[src/hdl/trk_pkg.sv]
`timescale 1ns / 1ps
`default_nettype none
// ----------------------------------------------------------------------------
// Triangle resample kernel package
// Shared widths, constants and the divider request/response types.
// ----------------------------------------------------------------------------
package trk_pkg;

    localparam int TRK_MAX_TAPS_DEF = 32;

    // Divider widths: numerator, denominator, partial remainder.
    localparam int TRK_NUM_W = 50;
    localparam int TRK_DEN_W = 33;
    localparam int TRK_REM_W = 34;

    // Quotient bits produced in each divider mode.
    localparam int TRK_Q_NARROW = 17;
    localparam int TRK_Q_WIDE   = 33;

    localparam logic [16:0] TRK_ONE = 17'h10000;

    typedef struct packed {
        logic                 start;
        logic                 wide;
        logic [TRK_NUM_W-1:0] num;
        logic [TRK_DEN_W-1:0] den;
    } t_div_req;

    typedef struct packed {
        logic                 done;
        logic [TRK_DEN_W-1:0] quot;
    } t_div_rsp;

endpackage
`default_nettype wire

[src/hdl/trk_div.sv]
`timescale 1ns / 1ps
`default_nettype none
// ----------------------------------------------------------------------------
// Triangle resample kernel divider
// Restoring divider, one quotient bit per cycle, 17 or 33 quotient bits.
// ----------------------------------------------------------------------------
module trk_div (
    input  wire logic              i_clk,
    input  wire logic              i_rst_n,
    input  wire trk_pkg::t_div_req i_req,
    output trk_pkg::t_div_rsp      o_rsp
);

    logic [trk_pkg::TRK_REM_W-1:0] r_rem;
    logic [trk_pkg::TRK_DEN_W-1:0] r_sh;
    logic [trk_pkg::TRK_DEN_W-1:0] r_den;
    logic [5:0]                    r_cnt;
    logic                          r_busy;
    logic                          r_done;

    logic [trk_pkg::TRK_REM_W-1:0] trial;
    logic [trk_pkg::TRK_REM_W-1:0] diff;
    logic                          ge;

    // The caller guarantees that the quotient fits the selected width, so the
    // high part of the numerator is already below the divisor.
    always_comb begin
        trial = {r_rem[trk_pkg::TRK_REM_W-2:0], r_sh[trk_pkg::TRK_DEN_W-1]};
        ge    = trial >= {1'b0, r_den};
        diff  = trial - {1'b0, r_den};
    end

    always_ff @(posedge i_clk) begin
        if (!i_rst_n) begin
            r_busy <= 1'b0;
            r_done <= 1'b0;
            r_cnt  <= '0;
        end else begin
            r_done <= r_busy && (r_cnt == 6'd1);
            if (i_req.start) begin
                r_busy <= 1'b1;
                r_cnt  <= i_req.wide ? 6'(trk_pkg::TRK_Q_WIDE) : 6'(trk_pkg::TRK_Q_NARROW);
            end else if (r_busy) begin
                r_cnt <= r_cnt - 6'd1;
                if (r_cnt == 6'd1) begin
                    r_busy <= 1'b0;
                end
            end
        end
    end

    always_ff @(posedge i_clk) begin
        if (i_req.start) begin
            r_den <= i_req.den;
            if (i_req.wide) begin
                r_rem <= trk_pkg::TRK_REM_W'(i_req.num >> trk_pkg::TRK_Q_WIDE);
                r_sh  <= i_req.num[trk_pkg::TRK_DEN_W-1:0];
            end else begin
                r_rem <= trk_pkg::TRK_REM_W'(i_req.num >> trk_pkg::TRK_Q_NARROW);
                r_sh  <= {i_req.num[trk_pkg::TRK_Q_NARROW-1:0],
                          (trk_pkg::TRK_DEN_W - trk_pkg::TRK_Q_NARROW)'(0)};
            end
        end else if (r_busy) begin
            r_rem <= ge ? diff : trial;
            r_sh  <= {r_sh[trk_pkg::TRK_DEN_W-2:0], ge};
        end
    end

    assign o_rsp.done = r_done;
    assign o_rsp.quot = r_sh;

endmodule
`default_nettype wire

[src/hdl/triangle_resample_kernel_gen.sv]
`timescale 1ns / 1ps
`default_nettype none
// ----------------------------------------------------------------------------
// Triangle resample kernel generator
// Builds tent FIR taps for a scaler from a ratio and a phase offset.
// ----------------------------------------------------------------------------
// Usage: drive i_ratio (Q8.16) and i_phase_offset (signed Q8.16) and pulse
// start while busy is low; the item is taken at that edge and busy stays high
// until the cycle in which its last result appears. Results come out in tap
// order, each on the o_ ports for exactly one cycle with o_valid high;
// o_last_tap marks the final one. The receiver cannot stall the block.
// All divisions run through one restoring divider that retires one quotient
// bit per cycle, so that divider sets the timing. Each tap takes one divide to
// build it; when downsampling, a reciprocal of the ratio comes first and each
// tap takes one more divide to normalize a nonzero sum. A kernel that exceeds
// MAX_TAPS yields one error result once the tap count has been checked; an
// empty kernel yields no result. Reset is synchronous and returns the
// sequencer to idle; results under way are dropped.
// ----------------------------------------------------------------------------
module triangle_resample_kernel_gen #(
    parameter int MAX_TAPS = trk_pkg::TRK_MAX_TAPS_DEF
) (
    input  wire logic               i_clk,
    input  wire logic               i_rst_n,
    input  wire logic               start,
    output logic                    busy,
    input  wire logic        [23:0] i_ratio,
    input  wire logic signed [23:0] i_phase_offset,
    output logic                    o_valid,
    output logic             [5:0]  o_tap_index,
    output logic             [16:0] o_tap_value,
    output logic signed      [8:0]  o_center_tap,
    output logic             [15:0] o_tap_count,
    output logic                    o_too_many_taps,
    output logic                    o_last_tap
);

    localparam int IW = $clog2(MAX_TAPS);

    localparam logic [3:0] S_IDLE       = 4'd0;
    localparam logic [3:0] S_RECIP_GO   = 4'd1;
    localparam logic [3:0] S_RECIP_WAIT = 4'd2;
    localparam logic [3:0] S_EDGE       = 4'd3;
    localparam logic [3:0] S_COUNT      = 4'd4;
    localparam logic [3:0] S_CHECK      = 4'd5;
    localparam logic [3:0] S_TAP_GO     = 4'd6;
    localparam logic [3:0] S_TAP_WAIT   = 4'd7;
    localparam logic [3:0] S_RD         = 4'd8;
    localparam logic [3:0] S_RD_DATA    = 4'd9;
    localparam logic [3:0] S_NORM_WAIT  = 4'd10;

    localparam logic signed [8:0] CENTER_ERR = -9'sd1;

    logic [3:0]          r_state, n_state;
    logic [23:0]         r_ratio, n_ratio;
    logic signed [23:0]  r_offs, n_offs;
    logic                r_down, n_down;
    logic [32:0]         r_w, n_w;
    logic signed [19:0]  r_left, n_left;
    logic signed [19:0]  r_right, n_right;
    logic [19:0]         r_cnt, n_cnt;
    logic [15:0]         r_cnt_sat, n_cnt_sat;
    logic [8:0]          r_center, n_center;
    logic signed [9:0]   r_pos, n_pos;
    logic [IW-1:0]       r_idx, n_idx;
    logic [IW-1:0]       r_last, n_last;
    logic [22:0]         r_sum, n_sum;
    logic                r_norm, n_norm;
    logic [16:0]         r_rdata;

    logic                r_o_valid, n_o_valid;
    logic [5:0]          r_o_index, n_o_index;
    logic [16:0]         r_o_value, n_o_value;
    logic [8:0]          r_o_center, n_o_center;
    logic [15:0]         r_o_count, n_o_count;
    logic                r_o_err, n_o_err;
    logic                r_o_last, n_o_last;

    logic [16:0]         r_taps [MAX_TAPS];
    logic                mem_we;
    logic [16:0]         mem_wdata;

    trk_pkg::t_div_req   div_req;
    trk_pkg::t_div_rsp   div_rsp;

    logic [23:0]         ratio_z;
    logic signed [34:0]  e_lo, e_hi;
    logic signed [20:0]  cnt_s;
    logic signed [26:0]  dd;
    logic [25:0]         tap_dist;
    logic [16:0]         q17, tap;
    logic [22:0]         sum_new;

    trk_div u_div (
        .i_clk   (i_clk),
        .i_rst_n (i_rst_n),
        .i_req   (div_req),
        .o_rsp   (div_rsp)
    );

    always_comb begin
        ratio_z  = (i_ratio == 24'd0) ? 24'd1 : i_ratio;
        e_lo     = 35'(r_offs) - $signed({2'b00, r_w});
        e_hi     = 35'(r_offs) + $signed({2'b00, r_w}) + 35'sd65535;
        cnt_s    = 21'(r_right) - 21'(r_left) + 21'sd1;
        dd       = 27'($signed({r_pos, 16'h0000})) - 27'(r_offs);
        tap_dist = dd[26] ? 26'(-dd) : 26'(dd);
        q17      = div_rsp.quot[16:0];
        // A quotient of one or more means the position sits on the edge.
        tap      = q17[16] ? 17'd0 : 17'(trk_pkg::TRK_ONE - q17);
        sum_new  = r_sum + 23'(tap);
    end

    always_comb begin
        n_state    = r_state;
        n_ratio    = r_ratio;
        n_offs     = r_offs;
        n_down     = r_down;
        n_w        = r_w;
        n_left     = r_left;
        n_right    = r_right;
        n_cnt      = r_cnt;
        n_cnt_sat  = r_cnt_sat;
        n_center   = r_center;
        n_pos      = r_pos;
        n_idx      = r_idx;
        n_last     = r_last;
        n_sum      = r_sum;
        n_norm     = r_norm;
        n_o_valid  = 1'b0;
        n_o_index  = r_o_index;
        n_o_value  = r_o_value;
        n_o_center = r_o_center;
        n_o_count  = r_o_count;
        n_o_err    = r_o_err;
        n_o_last   = r_o_last;
        mem_we     = 1'b0;
        mem_wdata  = tap;
        div_req    = '0;

        case (r_state)
            S_IDLE: begin
                if (start) begin
                    n_ratio = ratio_z;
                    n_offs  = i_phase_offset;
                    n_down  = (ratio_z[23:16] == 8'd0);
                    n_w     = {9'd0, ratio_z};
                    n_state = (ratio_z[23:16] == 8'd0) ? S_RECIP_GO : S_EDGE;
                end
            end
            S_RECIP_GO: begin
                div_req.start = 1'b1;
                div_req.wide  = 1'b1;
                div_req.num   = {18'd1, 32'd0} + {27'd0, r_ratio[23:1]};
                div_req.den   = {9'd0, r_ratio};
                n_state       = S_RECIP_WAIT;
            end
            S_RECIP_WAIT: begin
                if (div_rsp.done) begin
                    n_w     = div_rsp.quot;
                    n_state = S_EDGE;
                end
            end
            S_EDGE: begin
                // Floor and ceiling of Q.16 values are arithmetic shifts.
                n_left  = 20'(e_lo >>> 16) + 20'sd1;
                n_right = 20'(e_hi >>> 16) - 20'sd1;
                n_state = S_COUNT;
            end
            S_COUNT: begin
                n_cnt     = cnt_s[20] ? 20'd0 : cnt_s[19:0];
                n_cnt_sat = (cnt_s[20] || cnt_s[19:16] == 4'd0) ?
                            (cnt_s[20] ? 16'd0 : cnt_s[15:0]) : 16'hFFFF;
                n_center  = 9'(-r_left);
                n_state   = S_CHECK;
            end
            S_CHECK: begin
                if (r_cnt == 20'd0) begin
                    n_state = S_IDLE;
                end else if (r_cnt > 20'(MAX_TAPS)) begin
                    n_o_valid  = 1'b1;
                    n_o_index  = 6'd0;
                    n_o_value  = 17'd0;
                    n_o_center = CENTER_ERR;
                    n_o_count  = r_cnt_sat;
                    n_o_err    = 1'b1;
                    n_o_last   = 1'b1;
                    n_state    = S_IDLE;
                end else begin
                    n_pos   = 10'(r_left);
                    n_idx   = '0;
                    n_last  = IW'(r_cnt - 20'd1);
                    n_sum   = '0;
                    n_state = S_TAP_GO;
                end
            end
            S_TAP_GO: begin
                div_req.start = 1'b1;
                div_req.wide  = 1'b0;
                div_req.num   = {8'd0, tap_dist, 16'h0000} + {18'd0, r_w[32:1]};
                div_req.den   = r_w;
                n_state       = S_TAP_WAIT;
            end
            S_TAP_WAIT: begin
                if (div_rsp.done) begin
                    mem_we = 1'b1;
                    n_sum  = sum_new;
                    if (r_idx == r_last) begin
                        n_idx   = '0;
                        n_norm  = r_down && (sum_new != 23'd0);
                        n_state = S_RD;
                    end else begin
                        n_idx   = r_idx + IW'(1);
                        n_pos   = r_pos + 10'sd1;
                        n_state = S_TAP_GO;
                    end
                end
            end
            S_RD: begin
                n_state = S_RD_DATA;
            end
            S_RD_DATA: begin
                if (r_norm) begin
                    div_req.start = 1'b1;
                    div_req.wide  = 1'b0;
                    div_req.num   = {17'd0, r_rdata, 16'h0000} + {28'd0, r_sum[22:1]};
                    div_req.den   = {10'd0, r_sum};
                    n_state       = S_NORM_WAIT;
                end else begin
                    n_o_valid  = 1'b1;
                    n_o_value  = r_rdata;
                    n_o_index  = 6'(r_idx);
                    n_o_center = r_center;
                    n_o_count  = r_cnt_sat;
                    n_o_err    = 1'b0;
                    n_o_last   = (r_idx == r_last);
                    n_idx      = r_idx + IW'(1);
                    n_state    = (r_idx == r_last) ? S_IDLE : S_RD;
                end
            end
            S_NORM_WAIT: begin
                if (div_rsp.done) begin
                    n_o_valid  = 1'b1;
                    n_o_value  = q17;
                    n_o_index  = 6'(r_idx);
                    n_o_center = r_center;
                    n_o_count  = r_cnt_sat;
                    n_o_err    = 1'b0;
                    n_o_last   = (r_idx == r_last);
                    n_idx      = r_idx + IW'(1);
                    n_state    = (r_idx == r_last) ? S_IDLE : S_RD;
                end
            end
            default: begin
                n_state = S_IDLE;
            end
        endcase
    end

    always_ff @(posedge i_clk) begin
        if (!i_rst_n) begin
            r_state   <= S_IDLE;
            r_o_valid <= 1'b0;
        end else begin
            r_state   <= n_state;
            r_o_valid <= n_o_valid;
        end
    end

    always_ff @(posedge i_clk) begin
        r_ratio    <= n_ratio;
        r_offs     <= n_offs;
        r_down     <= n_down;
        r_w        <= n_w;
        r_left     <= n_left;
        r_right    <= n_right;
        r_cnt      <= n_cnt;
        r_cnt_sat  <= n_cnt_sat;
        r_center   <= n_center;
        r_pos      <= n_pos;
        r_idx      <= n_idx;
        r_last     <= n_last;
        r_sum      <= n_sum;
        r_norm     <= n_norm;
        r_o_index  <= n_o_index;
        r_o_value  <= n_o_value;
        r_o_center <= n_o_center;
        r_o_count  <= n_o_count;
        r_o_err    <= n_o_err;
        r_o_last   <= n_o_last;
    end

    // Tap store: one write port, one registered read port.
    always_ff @(posedge i_clk) begin
        if (mem_we) begin
            r_taps[r_idx] <= mem_wdata;
        end
        r_rdata <= r_taps[r_idx];
    end

    assign busy            = (r_state != S_IDLE);
    assign o_valid         = r_o_valid;
    assign o_tap_index     = r_o_index;
    assign o_tap_value     = r_o_value;
    assign o_center_tap    = $signed(r_o_center);
    assign o_tap_count     = r_o_count;
    assign o_too_many_taps = r_o_err;
    assign o_last_tap      = r_o_last;

endmodule
`default_nettype wire
[config.mk]
export PLATFORM = sky130hd
export DESIGN_NAME = triangle_resample_kernel_gen
export DESIGN_NICKNAME = d
export VERILOG_FILES = /design/src/hdl/trk_pkg.sv /design/src/hdl/trk_div.sv /design/src/hdl/triangle_resample_kernel_gen.sv
export SDC_FILE = /design/constraint.sdc
export NUM_CORES = 2
export LEC_CHECK = 0
export BUFFER_PORTS_ARGS = -buffer_cell sky130_fd_sc_hd__clkbuf_2
export CAP_MARGIN = 20
export CORE_ASPECT_RATIO = 1.75
export CORE_MARGIN = 2
export CORE_UTILIZATION = 44
export DETAILED_ROUTE_END_ITERATION = 10
export REMOVE_ABC_BUFFERS = 1
export SYNTH_ARGS = -nofsm -noshare
export SYNTH_HDL_FRONTEND = slang
export SYNTH_SLANG_ARGS = --single-unit
[constraint.sdc]
create_clock -name i_clk -period 10.5 [get_ports i_clk]
set_input_delay 2.1 -clock i_clk [delete_from_list [all_inputs] [get_ports i_clk]]
set_output_delay 2.1 -clock i_clk [all_outputs]
set_load 0.05 [all_outputs]
=== After elaboration in Yosys (flattened, before gate mapping) ===
Memories as Yosys holds them, arrays and structs flattened. A register that Yosys moved wholly into a read port is not among the register bits.
Cells that the tools add are included.

* RAM bits: 544
* Bits in registers: 373
* Memories: 1
* Logic and storage cells: 183
* Input port bits: 51
* Output and inout bits: 52

{| class="wikitable"
|+ Memories
! name !! depth !! width !! read ports !! clocked after Yosys merged registers in !! wr ports !! line !! RTL
|-
| r_taps || 32 || 17 || 1 || 1 || 1 || triangle_resample_kernel_gen.sv:79 || <nowiki>logic [16:0] r_taps [MAX_TAPS];</nowiki>
|}

* Mux-type cells: 85
* Bitwise gates (word level): 2
* Equal/unequal tests: 21
* Magnitude comparators: 2
* Reductions and logical operators: 24
* Add/subtract/negate cells: 20

{| class="wikitable"
|+ Operators by type and width
! kind !! number
|-
| $mux 33 || 9
|-
| $pmux 85 s3 || 1
|-
| $mux 17 || 5
|-
| $mux 85 || 1
|-
| $mux 16 || 5
|-
| $mux 23 || 3
|-
| $pmux 33 s2 || 1
|-
| $pmux 17 s3 || 1
|-
| $pmux 16 s3 || 1
|-
| $pmux 23 s2 || 1
|-
| $pmux 4 s11 || 1
|-
| $add 42x32->43 || 1
|-
| $mux 6 || 7
|-
| $mux 10 || 4
|-
| $mux 9 || 4
|-
| $add 24x34->35 || 1
|-
| $add 35x17->35 const B || 1
|-
| $sub 24x34->35 || 1
|-
| $add 33x22->34 || 1
|-
| $add 33x23->34 const A || 1
|-
| $ge 34x33->1 || 1
|-
| $sub 33x33->33 || 1
|-
| $mux 5 || 6
|-
| $mux 4 || 7
|-
| 48 further kinds || 89
|}

=== Depth between registers and ports, before layout ===
* Word-level depth: 7
* Mapped depth: 29
* Mapped depth without buffers: 24

=== Hierarchy ===
Synthesis repeated with hierarchy kept, for this count alone.

* Cells, all modules: 3732
* Area, all modules: 48265.0 um^2

{| class="wikitable"
|+ By module, submodules not included
! module !! seq. area each (um^2) !! cells each !! times used !! area each (um^2)
|-
| triangle_resample_kernel_gen || 24583.6 || 3059 || 1 || 41529.8
|-
| trk_div || 3133.0 || 673 || 1 || 6735.2
|}

=== Worst setup path after synthesis ===
No wires, ideal clock.

* Kind: input port to flip-flop
* Start point: in start
* End point: reg r_w[0] (enable)
* Cell stages on the path: 2
* Required time: 9.898 ns
* Data arrival time: 7.434 ns
* Setup time: 0.602 ns
* Path buffers: 0
* Slack: 2.464 ns
* Cell sequence: nand2_1 -> a2111oi_0

* Longest elaborated chain between the ends: 2

{| class="wikitable"
|+ RTL lines
! element !! line !! RTL
|-
| from (decl) || triangle_resample_kernel_gen.sv:25 || <nowiki>input wire logic start,</nowiki>
|-
| $ne 2x2->1 (no source line) || n/a ||
|-
| $reduce_and 3->1 (no source line) || n/a ||
|-
| to (signal assigned) || triangle_resample_kernel_gen.sv:274 || <nowiki>r_w <= n_w;</nowiki>
|-
| to (decl) || triangle_resample_kernel_gen.sv:58 || <nowiki>logic [32:0] r_w, n_w;</nowiki>
|}

Every way passes these cells.
A chain may end at the register's enable or synchronous reset.

=== Worst setup path in the final report ===
* Start point: reg r_offs[0]
* End point: reg u_div.r_rem[23] in the netlist's numbering (data pin)

* Longest elaborated chain between the ends: 7

{| class="wikitable"
|+ RTL lines
! element !! line !! RTL
|-
| from (decl) || triangle_resample_kernel_gen.sv:56 || <nowiki>logic signed [23:0] r_offs, n_offs;</nowiki>
|-
| from (signal assigned) || triangle_resample_kernel_gen.sv:272 || <nowiki>r_offs <= n_offs;</nowiki>
|-
| $sub 26x24->27 (*) || triangle_resample_kernel_gen.sv:106 || <nowiki>dd = 27'($signed({r_pos, 16'h0000})) - 27'(r_offs);</nowiki>
|-
| $neg 26->26 || triangle_resample_kernel_gen.sv:107 || <nowiki>tap_dist = dd[26] ? 26'(-dd) : 26'(dd);</nowiki>
|-
| $mux 26 (*) || triangle_resample_kernel_gen.sv:107 ||
|-
| $add 42x32->43 (*) || triangle_resample_kernel_gen.sv:200 || <nowiki>div_req.num = {8'd0, tap_dist, 16'h0000} + {18'd0, r_w[32:1]};</nowiki>
|-
| $pmux 85 s3 (*) || triangle_resample_kernel_gen.sv:141 || <nowiki>case (r_state)</nowiki>
|-
| $mux 33 (*) || trk_div.sv:55 || <nowiki>if (i_req.wide) begin</nowiki>
|-
| $mux 33 (*) || trk_div.sv:53 || <nowiki>if (i_req.start) begin</nowiki>
|-
| to (signal assigned) || trk_div.sv:56 || <nowiki>r_rem <= trk_pkg::TRK_REM_W'(i_req.num >> trk_pkg::TRK_Q_WIDE);</nowiki>
|-
| to (signal assigned) || trk_div.sv:59 || <nowiki>r_rem <= trk_pkg::TRK_REM_W'(i_req.num >> trk_pkg::TRK_Q_NARROW);</nowiki>
|-
| to (signal assigned) || trk_div.sv:64 || <nowiki>r_rem <= ge ? diff : trial;</nowiki>
|-
| to (decl) || trk_div.sv:14 || <nowiki>logic [trk_pkg::TRK_REM_W-1:0] r_rem;</nowiki>
|}

Mark *: on every way between the ends. The rest lies on a longest branch, timed or not.

==> flow_summary.yaml <==
outcome:
  status: "complete, no violations"
synth:
  yosys_warnings: 0
  async_flop_share: 0
  synth_top_family_by_area: "compound AO/OA/AOI/OAI gates"
  yosys.area_share.simple: 0.0954
  yosysSeqAreaShare: 0.589
  synth.top_cell.area_share: 0.577
  synth_enable_flop_cells: 903
  syn-cell-area_um2: 47000
  ys_ff_latch: 933
  syn_avg_cell_area_um2: 13.2
  synth_ff_type: "edfxtp_1"
  synthMuxAreaShare: 0.0737
  yosysUniqueCellTypes: 108
  yosys.area.top_type: "edfxtp_1"
  synth_xor_area_frac: 0.0466
  netlist_instances: 3567
  synth_fa_ha_area_frac: 0.0641
  synth.area.top_cells: "edfxtp_1 (58%), mux4_2 (6.5%), ha_1 (6.2%)"
  synth_compound_area_frac: 0.0970
route:
  m1WireLength_um: 44500
  via_per_inst: 5.87
  routed_wl_um: 137000
  drc: 0
  drt_iter0_markers: 2233
  met3_wirelength_um: 6020
  antenna_left: 0
  first_pass_iters: 5
  num_vias: 30100
  highest_layer: "met5"
  wl_met2_um: 76300
  avgRoutedWirePerCell_um: 26.7
timing:
  max_freq_ghz: 0.145
  final-setup-viol-count: 0
  finalHoldViolCount: 0
  timing.final.crit_share: 0.656
  worst_pin_slew_ns: 1.06
  setup_tns_ns: 0
  slew_headroom: 0.293
  slew_viol_final: 0
  fin_crit_ns: 6.89
  skew_ns: 0.0309
  rsz0062_at_grt: "no"
  worst_slack_ns: 3.61
clock_tree:
  cts_setup_buffers: 0
  cts_sinks: 933
  ctsLongestPathBuffers: 3
  tritoncts: "yes"
  hold_buffers: 0
  cts_buffers: 88
  cts-root-buf: "clkbuf_16"
  clock_latency_ns: 0.71
  clk_pin_slew_ns: 0.06
  cts_resized: 0
  htreeDepth: 3
placement:
  place_inst: 4957
  gp_congestion: 0.986
  dp_hpwl_um: 102000
  port_buffers: 101
  post-place-ws_ns: 3.67
power_and_ir_drop:
  vdd_ir_drop_max_mv: 0.146
  p_leak_nw: 19.0
  power_w: 0.0103
  power_density_nw_per_um2: 196
worst_setup_path:
  crit_arrival_ns: 7.28
  critical_path_class: "reg -> reg"
  cp.required_ns: 10.89
  path_max_fanout: 15
  crit_path_max_incr_delay_ns: 0.72
  cp_num_buf_inv: 1
  crit_chain: "inv_1 -> ha_1 -> nor2b_1 -> and3_1 -> nand3_1 -> a211oi_1 -> o31a_1 -> nor2_1 -> xnor2_1 -> ha_1 -> o21ai_0 -> nand2b_1 -> a21oi_1 -> o21ai_0 -> a21oi_1 -> o41ai_1 -> a311oi_1 -> o21ai_0 -> nand3_1 -> xnor2_1 -> o22ai_1"
  crit_path_frequent_cell: "o21ai_0"
  startpoint_type: "register"
  endpoint_kind: "register"
  crit_family: "compound AO/OA/AOI/OAI gates"
  crit_slowest_cell: "o21ai_0"
job:
  maxCapViolCount: 0
floorplanning:
  die_h_um: 436
  die_area_um2: 110000
  die-width_um: 251
  fp-row-count: 158
  coreArea_um2: 106000
  ioPinCount: 103
  start_util: 0.444
cells_and_area:
  final_common_cell: "edfxtp_1"
  drive_gt1_frac: 0.156
  num-fill-cells: 9260
  mostFrequentLayoutCells: "edfxtp_1 (903), inv_1 (242), ha_1 (233)"
  final_cells: 5127
  area_growth_pct: 11.7
  nets: 3981
global_routing:
  grt_overflow_total: 0
  grt_usage: 0.250
  grt_max_degree: 94
  grt_pass1_wl_um: 199000
  antenna_found_initial: 22
  grt_pass1_vias: 31000
hold_path:
  hp-class: "reg -> reg"
==> worst paths after layout <==
check             slack (ns)  cells past startpoint         start               to
setup reg to reg        3.61                     21     r_offs[0]  u_div.r_rem[23]
hold / removal          0.41                      0  r_cnt_sat[3]   o_tap_count[3]
setup / recovery        3.61                     21     r_offs[0]  u_div.r_rem[23]
hold reg to reg         0.41                      0  r_cnt_sat[3]   o_tap_count[3]
==> kinds of logic (layout without fill, tap and decap cells) <==
logic type	count (synthesis)	in the layout
AO/OA/AOI/OAI	689	689
XOR/XNOR	248	248
adder cells (fa/ha/maj)	238	238
buffers and inverters	397	594
flip-flops	933	933
multiplexers	173	173
other	1	4
AND/OR/NAND/NOR	888	888
==> layer usage <==
metal | vias up | GRT usage
met5 | - | 0
met4 | 24 | 0.159
met3 | 364 | 0.0421
met2 | 854 | 0.486
met1 | 15100 | 0.238
li1 | 13700 | -
==> where the power goes <==
| group | internal, W | switching [W] | leakage [nW] |
|---|---|---|---|
| registers | 0.00441 | 0.000117 | 8.41 |
| logic | 0.000888 | 0.00153 | 9.15 |
| clock network | 0.00190 | 0.00145 | 1.46 |
==> synthesized netlist by cell type (8+ instances only) <==
master / instances
o31ai_1: 19
and4_1: 8
a31oi_1: 18
nor2b_1: 43
a211oi_1: 14
inv_1: 243
nand3b_1: 9
and3_1: 28
a22o_1: 17
edfxtp_1: 903
nand2_1: 211
xor2_1: 76
nor4_1: 31
or3_1: 24
o21a_1: 12
buf_1: 23
clkbuf_1: 114
mux2i_1: 11
a21o_1: 63
dfxtp_1: 30
o21ai_0: 126
nor2_1: 245
a21oi_1: 168
xnor2_1: 171
mux4_2: 136
and2_1: 37
ha_1: 233
or2_2: 17
a22oi_1: 108
nand4_1: 47
o211ai_1: 16
nor3_1: 46
nand3_1: 68
nand2b_1: 27
mux2_2: 26
o21bai_1: 22
o22ai_1: 13
==> metrics by stage <==
stage	hold slack [ns]	instance area [µm²]	utilization
2_1_floorplan	0.400	46400	-
3_3_place_gp	0.402	49400	0.466
3_5_place_dp	0.405	49500	0.467
4_1_cts	0.414	52400	0.495
5_1_grt	0.425	52500	0.496
6_report	0.411	52500	0.496
==> worst reg2reg max path, stage by stage (launching register included) <==
cell and delay, ns:
edfxtp_1 0.56, inv_1 0.12, ha_1 0.41, nor2b_1 0.49, and3_1 0.28, nand3_1 0.15, a211oi_1 0.55, o31a_1 0.67
nor2_1 0.14, xnor2_1 0.17, ha_1 0.32, o21ai_0 0.09, nand2b_1 0.11, a21oi_1 0.11, o21ai_0 0.21, a21oi_1 0.17
o41ai_1 0.55, a311oi_1 0.24, o21ai_0 0.72, nand3_1 0.24, xnor2_1 0.19, o22ai_1 0.09
==> state kept, by name, indices dropped and copies added, names as in the netlist, 23 cells and up <==
signal / flops
r_offs: 24
r_ratio: 24
r_sum: 23
r_taps: 544
r_w: 33
u_div.r_den: 33
u_div.r_rem: 33
u_div.r_sh: 33
==> layout make-up <==
type                            instances  area (µm²)  area share
Antenna cell                            3        7.51    0.000143
Clock buffer                          111        2360      0.0449
Clock inverter                         51         628      0.0120
Inverter                              244         916      0.0174
Multi-Input combinational cell       2237       17900       0.341
Sequential cell                       933       27700       0.528
Tap cell                             1360        1700      0.0324
Timing Repair Buffer                  188        1290      0.0245
No activity file was read; power rests on OpenSTA's default activity.
